<file path="src/hw/rtl/rpn_pkg.sv">
// Shared types and constants for the postfix stack evaluator.
`default_nettype none

package rpn_pkg;

    localparam int DATA_W  = 32;
    localparam int DEPTH_W = 7;
    localparam int REQ_W   = 3;
    localparam int STEP_W  = 5;   // counts the 32 steps of multiply and divide

    localparam logic [REQ_W-1:0] REQ_PUSH = 3'd0;
    localparam logic [REQ_W-1:0] REQ_ADD  = 3'd1;
    localparam logic [REQ_W-1:0] REQ_SUB  = 3'd2;
    localparam logic [REQ_W-1:0] REQ_MUL  = 3'd3;
    localparam logic [REQ_W-1:0] REQ_DIV  = 3'd4;

    localparam logic [STEP_W-1:0] LAST_STEP = 5'd31;

    typedef enum logic [1:0] {
        ST_OK        = 2'd0,
        ST_UNDERFLOW = 2'd1,
        ST_DIVZERO   = 2'd2,
        ST_FULL      = 2'd3
    } t_status;

    typedef enum logic [1:0] {
        ALU_ADD = 2'd0,
        ALU_SUB = 2'd1,
        ALU_MUL = 2'd2,
        ALU_DIV = 2'd3
    } t_alu_op;

    typedef struct packed {
        logic              start;
        t_alu_op           op;
    } t_alu_req;

    typedef struct packed {
        logic              done;
        logic [DATA_W-1:0] result;
    } t_alu_rsp;

    typedef struct packed {
        logic [REQ_W-1:0]         req_type;
        logic signed [DATA_W-1:0] operand_value;
        logic                     last_token;
    } t_in_beat;

    typedef struct packed {
        logic signed [DATA_W-1:0] top_value;
        logic [DEPTH_W-1:0]       stack_depth;
        t_status                  status;
        logic                     expression_done;
    } t_out_beat;

endpackage

`default_nettype wire

</file>
<file path="src/hw/rtl/rpn_stack_evaluator.sv">
// Top level of the postfix integer expression evaluator.
//
//  Channel | Direction | Handshake                  | Beat
//  --------+-----------+----------------------------+-----------------------------------
//  in      | input     | i_in_valid / o_in_stall    | t_in_beat: token type, value, last
//  out     | output    | o_out_valid / i_out_stall  | t_out_beat: top, depth, status, done
//
// One token at a time. From input accept to result valid, push, unused codes
// and underflow go through S_FETCH and S_DONE; operators also go through
// S_EXEC and S_WAIT (a divide by zero skips S_WAIT). The next token can be
// accepted in the cycle after the result is loaded. Multiply and divide run 32
// steps on the shared adder in rpn_alu; the first operand is the registered RAM read.
// Reset (i_rst_n low, synchronous) empties the stack; the RAM is not cleared.
// A result held by i_out_stall keeps the block in its final state; a new
// token is not taken until that result moves into the output register.
`default_nettype none

module rpn_stack_evaluator #(
    parameter int STACK_DEPTH = 64
) (
    input  logic               i_clk,
    input  logic               i_rst_n,
    input  logic               i_in_valid,
    output logic               o_in_stall,
    input  rpn_pkg::t_in_beat  i_in_beat,
    output logic               o_out_valid,
    input  logic               i_out_stall,
    output rpn_pkg::t_out_beat o_out_beat
);
    import rpn_pkg::*;

    localparam int SP_W = $clog2(STACK_DEPTH + 1);
    localparam int AW   = $clog2(STACK_DEPTH);

    typedef enum logic [4:0] {
        S_IDLE  = 5'b00001,
        S_FETCH = 5'b00010,
        S_EXEC  = 5'b00100,
        S_WAIT  = 5'b01000,
        S_DONE  = 5'b10000
    } t_state;

    t_state             r_state;
    t_in_beat           r_in;
    t_status            r_status;
    logic [SP_W-1:0]    r_sp;       // entry count, top lives in r_tos
    logic [DATA_W-1:0]  r_tos;
    logic [DATA_W-1:0]  r_mem [STACK_DEPTH];   // entries below the top
    logic [DATA_W-1:0]  r_rd_data;
    logic               r_out_valid;
    t_out_beat          r_out;

    logic               in_acc;
    logic               out_free;
    logic               is_push;
    logic               is_op;
    logic               full;
    logic               divzero;
    logic               mem_we;
    logic [AW-1:0]      wr_addr;
    logic [AW-1:0]      rd_addr;
    t_alu_req           alu_req;
    t_alu_rsp           alu_rsp;

    assign in_acc   = i_in_valid && !o_in_stall;
    assign out_free = !r_out_valid || !i_out_stall;
    assign is_push  = (r_in.req_type == REQ_PUSH);
    assign is_op    = (r_in.req_type == REQ_ADD) || (r_in.req_type == REQ_SUB) ||
                      (r_in.req_type == REQ_MUL) || (r_in.req_type == REQ_DIV);
    assign full     = (r_sp == SP_W'(STACK_DEPTH));
    assign divzero  = (r_in.req_type == REQ_DIV) && (r_tos == '0);

    // push spills the old top into RAM; the entry below the top sits at count-2
    assign wr_addr  = AW'(r_sp - 1'b1);
    assign rd_addr  = AW'(r_sp - 2'd2);
    assign mem_we   = (r_state == S_FETCH) && is_push && !full && (r_sp != '0);

    always_ff @(posedge i_clk) begin
        if (mem_we) begin
            r_mem[wr_addr] <= r_tos;
        end
        r_rd_data <= r_mem[rd_addr];
    end

    always_comb begin
        alu_req.start = (r_state == S_EXEC) && !divzero;
        unique case (r_in.req_type)
            REQ_SUB: alu_req.op = ALU_SUB;
            REQ_MUL: alu_req.op = ALU_MUL;
            REQ_DIV: alu_req.op = ALU_DIV;
            default: alu_req.op = ALU_ADD;
        endcase
    end

    rpn_alu u_alu (
        .i_clk   (i_clk),
        .i_rst_n (i_rst_n),
        .i_req   (alu_req),
        .i_a     (r_rd_data),
        .i_b     (r_tos),
        .o_rsp   (alu_rsp)
    );

    always_ff @(posedge i_clk) begin
        if (!i_rst_n) begin
            r_state     <= S_IDLE;
            r_sp        <= '0;
            r_out_valid <= 1'b0;
        end else begin
            // S_DONE either reloads the output register or holds it stalled
            if (r_out_valid && !i_out_stall && (r_state != S_DONE)) begin
                r_out_valid <= 1'b0;
            end
            unique case (r_state)
                S_IDLE: begin
                    if (in_acc) begin
                        r_in    <= i_in_beat;
                        r_state <= S_FETCH;
                    end
                end
                S_FETCH: begin
                    if (is_push) begin
                        r_state <= S_DONE;
                        if (full) begin
                            r_status <= ST_FULL;
                        end else begin
                            r_status <= ST_OK;
                            r_tos    <= r_in.operand_value;
                            r_sp     <= r_sp + 1'b1;
                        end
                    end else if (is_op) begin
                        if (r_sp < SP_W'(2)) begin
                            r_status <= ST_UNDERFLOW;
                            r_state  <= S_DONE;
                        end else begin
                            r_status <= ST_OK;
                            r_state  <= S_EXEC;   // RAM read lands next cycle
                        end
                    end else begin
                        r_status <= ST_OK;
                        r_state  <= S_DONE;
                    end
                end
                S_EXEC: begin
                    if (divzero) begin
                        r_status <= ST_DIVZERO;
                        r_state  <= S_DONE;
                    end else begin
                        r_state <= S_WAIT;
                    end
                end
                S_WAIT: begin
                    if (alu_rsp.done) begin
                        r_tos   <= alu_rsp.result;
                        r_sp    <= r_sp - 1'b1;
                        r_state <= S_DONE;
                    end
                end
                S_DONE: begin
                    if (out_free) begin
                        r_out_valid                 <= 1'b1;
                        r_out.top_value             <= (r_sp != '0) ? r_tos : '0;
                        r_out.stack_depth           <= DEPTH_W'(r_sp);
                        r_out.status                <= r_status;
                        r_out.expression_done       <= r_in.last_token;
                        if (r_in.last_token) begin
                            r_sp <= '0;
                        end
                        r_state <= S_IDLE;
                    end
                end
                default: r_state <= S_IDLE;
            endcase
        end
    end

    assign o_in_stall  = (r_state != S_IDLE);
    assign o_out_valid = r_out_valid;
    assign o_out_beat  = r_out;

endmodule

`default_nettype wire

</file>
<file path="src/hw/rtl/rpn_alu.sv">
// Shared arithmetic unit: one 33-bit adder for add, subtract, shift-add multiply, signed divide.
`default_nettype none

module rpn_alu (
    input  logic               i_clk,
    input  logic               i_rst_n,
    input  rpn_pkg::t_alu_req  i_req,
    input  logic [31:0]        i_a,
    input  logic [31:0]        i_b,
    output rpn_pkg::t_alu_rsp  o_rsp
);
    import rpn_pkg::*;

    typedef enum logic [3:0] {
        A_IDLE = 4'b0001,
        A_MUL  = 4'b0010,
        A_DIV  = 4'b0100,
        A_FIX  = 4'b1000
    } t_astate;

    t_astate             r_state;
    logic                r_done;
    logic [DATA_W-1:0]   r_res;
    logic [DATA_W-1:0]   r_acc;
    logic [DATA_W-1:0]   r_x;     // multiplicand, or dividend/quotient shifter
    logic [DATA_W-1:0]   r_y;     // multiplier, or divisor magnitude
    logic [DATA_W-1:0]   r_rem;
    logic [STEP_W-1:0]   r_cnt;
    logic                r_neg;

    logic [DATA_W-1:0]   opa;
    logic [DATA_W-1:0]   opb;
    logic                sub;
    logic [DATA_W:0]     sum;
    logic [DATA_W-1:0]   div_part;
    logic [DATA_W-1:0]   a_abs;
    logic [DATA_W-1:0]   b_abs;

    assign div_part = {r_rem[DATA_W-2:0], r_x[DATA_W-1]};
    assign a_abs    = i_a[DATA_W-1] ? (~i_a + 1'b1) : i_a;
    assign b_abs    = i_b[DATA_W-1] ? (~i_b + 1'b1) : i_b;

    // operand select for the single adder
    always_comb begin
        opa = i_a;
        opb = i_b;
        sub = (i_req.op == ALU_SUB);
        unique case (r_state)
            A_IDLE: begin
                opa = i_a;
                opb = i_b;
                sub = (i_req.op == ALU_SUB);
            end
            A_MUL: begin
                opa = r_acc;
                opb = r_x;
                sub = 1'b0;
            end
            A_DIV: begin
                opa = div_part;
                opb = r_y;
                sub = 1'b1;
            end
            A_FIX: begin
                opa = '0;
                opb = r_x;
                sub = 1'b1;
            end
            default: begin
                opa = i_a;
                opb = i_b;
                sub = 1'b0;
            end
        endcase
    end

    // carry out on subtract means no borrow
    assign sum = {1'b0, opa} + {1'b0, opb ^ {DATA_W{sub}}} + {{DATA_W{1'b0}}, sub};

    always_ff @(posedge i_clk) begin
        if (!i_rst_n) begin
            r_state <= A_IDLE;
            r_done  <= 1'b0;
        end else begin
            unique case (r_state)
                A_IDLE: begin
                    r_done <= i_req.start &&
                              ((i_req.op == ALU_ADD) || (i_req.op == ALU_SUB));
                    if (i_req.start) begin
                        unique case (i_req.op)
                            ALU_ADD, ALU_SUB: begin
                                r_res  <= sum[DATA_W-1:0];
                            end
                            ALU_MUL: begin
                                r_acc   <= '0;
                                r_x     <= i_a;
                                r_y     <= i_b;
                                r_cnt   <= '0;
                                r_state <= A_MUL;
                            end
                            ALU_DIV: begin
                                r_rem   <= '0;
                                r_x     <= a_abs;
                                r_y     <= b_abs;
                                r_neg   <= i_a[DATA_W-1] ^ i_b[DATA_W-1];
                                r_cnt   <= '0;
                                r_state <= A_DIV;
                            end
                            default: r_state <= A_IDLE;
                        endcase
                    end
                end
                A_MUL: begin
                    if (r_y[0]) begin
                        r_acc <= sum[DATA_W-1:0];
                    end
                    r_x    <= {r_x[DATA_W-2:0], 1'b0};
                    r_y    <= {1'b0, r_y[DATA_W-1:1]};
                    r_cnt  <= r_cnt + 1'b1;
                    r_done <= (r_cnt == LAST_STEP);
                    if (r_cnt == LAST_STEP) begin
                        r_res   <= r_y[0] ? sum[DATA_W-1:0] : r_acc;
                        r_state <= A_IDLE;
                    end
                end
                A_DIV: begin
                    r_done <= 1'b0;
                    r_rem  <= sum[DATA_W] ? sum[DATA_W-1:0] : div_part;
                    r_x    <= {r_x[DATA_W-2:0], sum[DATA_W]};
                    r_cnt  <= r_cnt + 1'b1;
                    if (r_cnt == LAST_STEP) begin
                        r_state <= A_FIX;
                    end
                end
                A_FIX: begin
                    // quotient sign; magnitude 2^31 with equal signs wraps to INT_MIN
                    r_res   <= r_neg ? sum[DATA_W-1:0] : r_x;
                    r_done  <= 1'b1;
                    r_state <= A_IDLE;
                end
                default: begin
                    r_done  <= 1'b0;
                    r_state <= A_IDLE;
                end
            endcase
        end
    end

    assign o_rsp.done   = r_done;
    assign o_rsp.result = r_res;

endmodule

`default_nettype wire

</file>
<file path="config.mk">
export PLATFORM = sky130hd
export DESIGN_NAME = rpn_stack_evaluator
export DESIGN_NICKNAME = d
export VERILOG_FILES = /design/src/hw/rtl/rpn_pkg.sv /design/src/hw/rtl/rpn_stack_evaluator.sv /design/src/hw/rtl/rpn_alu.sv
export SDC_FILE = /design/constraint.sdc
export NUM_CORES = 2
export LEC_CHECK = 0
export BUFFER_PORTS_ARGS = -buffer_cell sky130_fd_sc_hd__buf_4
export CAP_MARGIN = 20
export CORE_MARGIN = 2
export CORE_UTILIZATION = 34
export DETAILED_ROUTE_END_ITERATION = 7
export PLACE_DENSITY = 0.59
export SLEW_MARGIN = 20
export SYNTH_ARGS = -nofsm -noshare
export SYNTH_HDL_FRONTEND = slang
export SYNTH_SLANG_ARGS = --single-unit
</file>
<file path="constraint.sdc">
create_clock -name i_clk -period 8.65 [get_ports i_clk]
set_clock_uncertainty 0.15 [all_clocks]
set_input_delay 0.865 -clock i_clk [delete_from_list [all_inputs] [get_ports i_clk]]
set_output_delay 0.865 -clock i_clk [all_outputs]
set_load 0.01 [all_outputs]
</file>
==> results_dict.tcl <==
set metrics [dict create \
    status "finished clean" \
    yosys-top-cells-area "edfxtp_1, mux4_2, dfxtp_1, nand2_1, nor2_1" \
    utilization_pct 39.3 \
    avgSynthCellArea_sq_um 20.1 \
    endpoint_kind "register" \
    initial_core_util_pct 34.2 \
    cts_tree "built" \
    synth-seq-area-share_pct 74.1 \
    syn2layout_area_growth_pct 14.9 \
    cp_top_family "compound AO/OA/AOI/OAI gates" \
    tns_ns 0 \
    dieArea_sq_um 285000 \
    crit_arrival_ns 7.27 \
    vias_per_cell 5.52 \
    routed_wl_mm 263 \
    syn_inst 4764 \
    ant_nets 0 \
    port_buffers 83 \
    max_slew_margin_pct 18.8 \
    path_clk_slew_ns 0.06 \
    post_cts_resized 0 \
    postCtsSetupBuffers 0 \
    num-nets-final 5082 \
    grt_pass1_wl_mm 370 \
    cpMaxStageDelayCell "or4b_2" \
    yosysWarningCount 0 \
    drc 0 \
    critPathKind "reg2reg" \
    rsz0062_at_grt "no" \
    yosys.area.top_type "edfxtp_1" \
    max_freq_mhz 148 \
    synth-main-ff-cell "edfxtp_1" \
    tightest_slew_ns 1.18 \
    pin_count 84 \
    insertion_delay_ns 0.90 \
    crit_fanout 36 \
    holdBufCountCts 22 \
    gp_congestion 0.896 \
    place_hpwl_mm 148 \
    async_flop_share_pct 0 \
    start_kind "register" \
    drive_above_1_share_pct 25.9 \
    drtIter0Drc 7203 \
    period_minus_slack_ns 6.78 \
    grt_max_degree 133 \
    syn-num-nets 4846 \
    wl_per_cell_um 29.4 \
    clockBufferDepth 3 \
    cts_sinks 2375 \
    drv_cap 0 \
    die_height_um 534 \
    cp_data_required_time_ns 9.14 \
    rows 194 \
    min_path_type "in2reg" \
    crit_buf_inv 2 \
    grt_usage_pct 18.1 \
    grt_pass1_vias 48900 \
    critPathMaxStageDelay_ns 0.78 \
    max-vdd-ir-drop_v 0.000202 \
    syn_area_sq_um 95600 \
    root_buffer "clkbuf_16" \
    cts_max_level 4 \
    worstPathCellList "or4b_2 > nand2_1 > buf_4 > a22oi_1 > nand2_1 > xor2_1 > inv_1 > fa_1 > nor2b_1 > o2111ai_1 > a211oi_1 > o2111a_1 > o211ai_2 > a21oi_1 > o211a_1 > o21ai_1 > o22ai_1" \
    grt_overflow 0 \
    ys_types 83 \
    fill_cells 24700 \
    leakage_nw 33.7 \
    layout_common_cells "edfxtp_1, mux4_2, clkbuf_16, nand2_1, buf_4" \
    crit_top_cell "nand2_1" \
    cellPowerDensity_nw_per_um2 235 \
    core_area_sq_um 280000 \
    layout_commonest_cell "edfxtp_1" \
    hold_viol_final 0 \
    ys_ff_latch 2375 \
    period_share_pct 78.3 \
    synth_edf_count 2325 \
    firstDrtPassIters 7 \
    die_w_um 534 \
    numCtsBuffers 236 \
    antenna_found_initial 18 \
    synth_top_area_share_pct 73.0 \
    slew_viol_final 0 \
    vias 49400 \
    setup_viol_count_final 0 \
]
## cell usage after synthesis (28+ instances only)
library cell	instances
a222oi_1	61
buf_1	62
o21ai_0	103
clkbuf_1	175
and2_1	46
mux2i_1	29
ha_1	41
nand3_1	48
mux4_2	658
xnor2_1	82
inv_1	56
nor3_1	40
a21oi_1	137
xor2_1	44
nor2_1	225
edfxtp_1	2325
a21o_1	28
nand2_1	236
dfxtp_1	50
## cells by family after synthesis
logic type | Yosys count | share of synthesized area [%]
AO/OA/AOI/OAI | 491 | 3.51
AND/OR/NAND/NOR | 713 | 3.44
buffers and inverters | 313 | 1.26
flip-flops | 2375 | 74.1
adder cells (fa/ha/maj) | 42 | 0.557
multiplexers | 704 | 16.0
XOR/XNOR | 126 | 1.15
## report_power, final
part           total (mW)  internal (mW)  leakage, nW  switching, mW
combinational        2.51          0.965         8.40           1.55
clock                10.3           5.89         3.81           4.42
sequential           13.0           12.8         21.5          0.243
total                25.8           19.6         33.7           6.22
## routing by layer
metal  global-route usage [%]  wire [um]  vias to the layer above
met3                     3.16      20600                      352
met5                        0          7                        -
met2                     29.1     125000                     2129
met1                     25.4     110000                    26600
li1                         -          -                    20300
met4                     5.08       6960                        2
## sequential cells by signal, indices dropped and copies added, names as in the netlist
register       flops
r_state            5
u_alu.r_res       32
u_alu.r_done       1
r_mem           2048
o_out_beat        42
r_tos             32
u_alu.r_state      4
r_status           2
u_alu.r_acc       32
u_alu.r_cnt        5
u_alu.r_neg        1
r_sp               7
u_alu.r_x         32
r_in              36
u_alu.r_y         32
u_alu.r_rem       31
o_out_valid        1
r_rd_data         32
## layout make-up
class,instances,area (sq um),area share (%)
clock inverter,140,1510,1.37
inverter,58,218,0.198
clock buffer,305,6310,5.74
antenna,4,10.0,0.00911
tap,3724,4660,4.24
sequential,2375,70800,64.4
timing repair buffer,253,2160,1.96
multi-input combinational,2076,24200,22.0
## path summary, 6_finish.rpt
check	start	to	slack, ns	cells after the start
hold / removal	i_in_beat[24]	r_in[24]	0.08	1
setup reg to reg	u_alu.r_state[3]	u_alu.r_rem[25]	1.87	17
setup / recovery	u_alu.r_state[3]	u_alu.r_rem[25]	1.87	17
hold reg to reg	u_alu.r_res[26]	r_tos[26]	0.36	2
## worst register-to-register path, stage by stage, from the launching register on
cell,delay [ns]
dfxtp_1,0.61
or4b_2,0.79
nand2_1,0.11
buf_4,0.43
a22oi_1,0.16
nand2_1,0.14
xor2_1,0.23
inv_1,0.09
fa_1,0.42
nor2b_1,0.19
o2111ai_1,0.21
a211oi_1,0.74
o2111a_1,0.38
o211ai_2,0.17
a21oi_1,0.34
o211a_1,0.72
o21ai_1,0.46
o22ai_1,0.24
## stage by stage
stage	total power [mW]	cell area (sq um)	hold WS, ns	setup WS, ns	std cells
2_1_floorplan	14.8	95600	0.250	3.41	4764
3_3_place_gp	15.7	102000	0.343	2.21	8461
3_5_place_dp	15.7	102000	0.345	2.11	8462
4_1_cts	25.9	110000	0.0250	2.03	8929
5_1_grt	26.6	110000	0.0458	1.62	8934
6_report	25.8	110000	0.0842	1.87	8935
(Power assumes the default switching activity.)
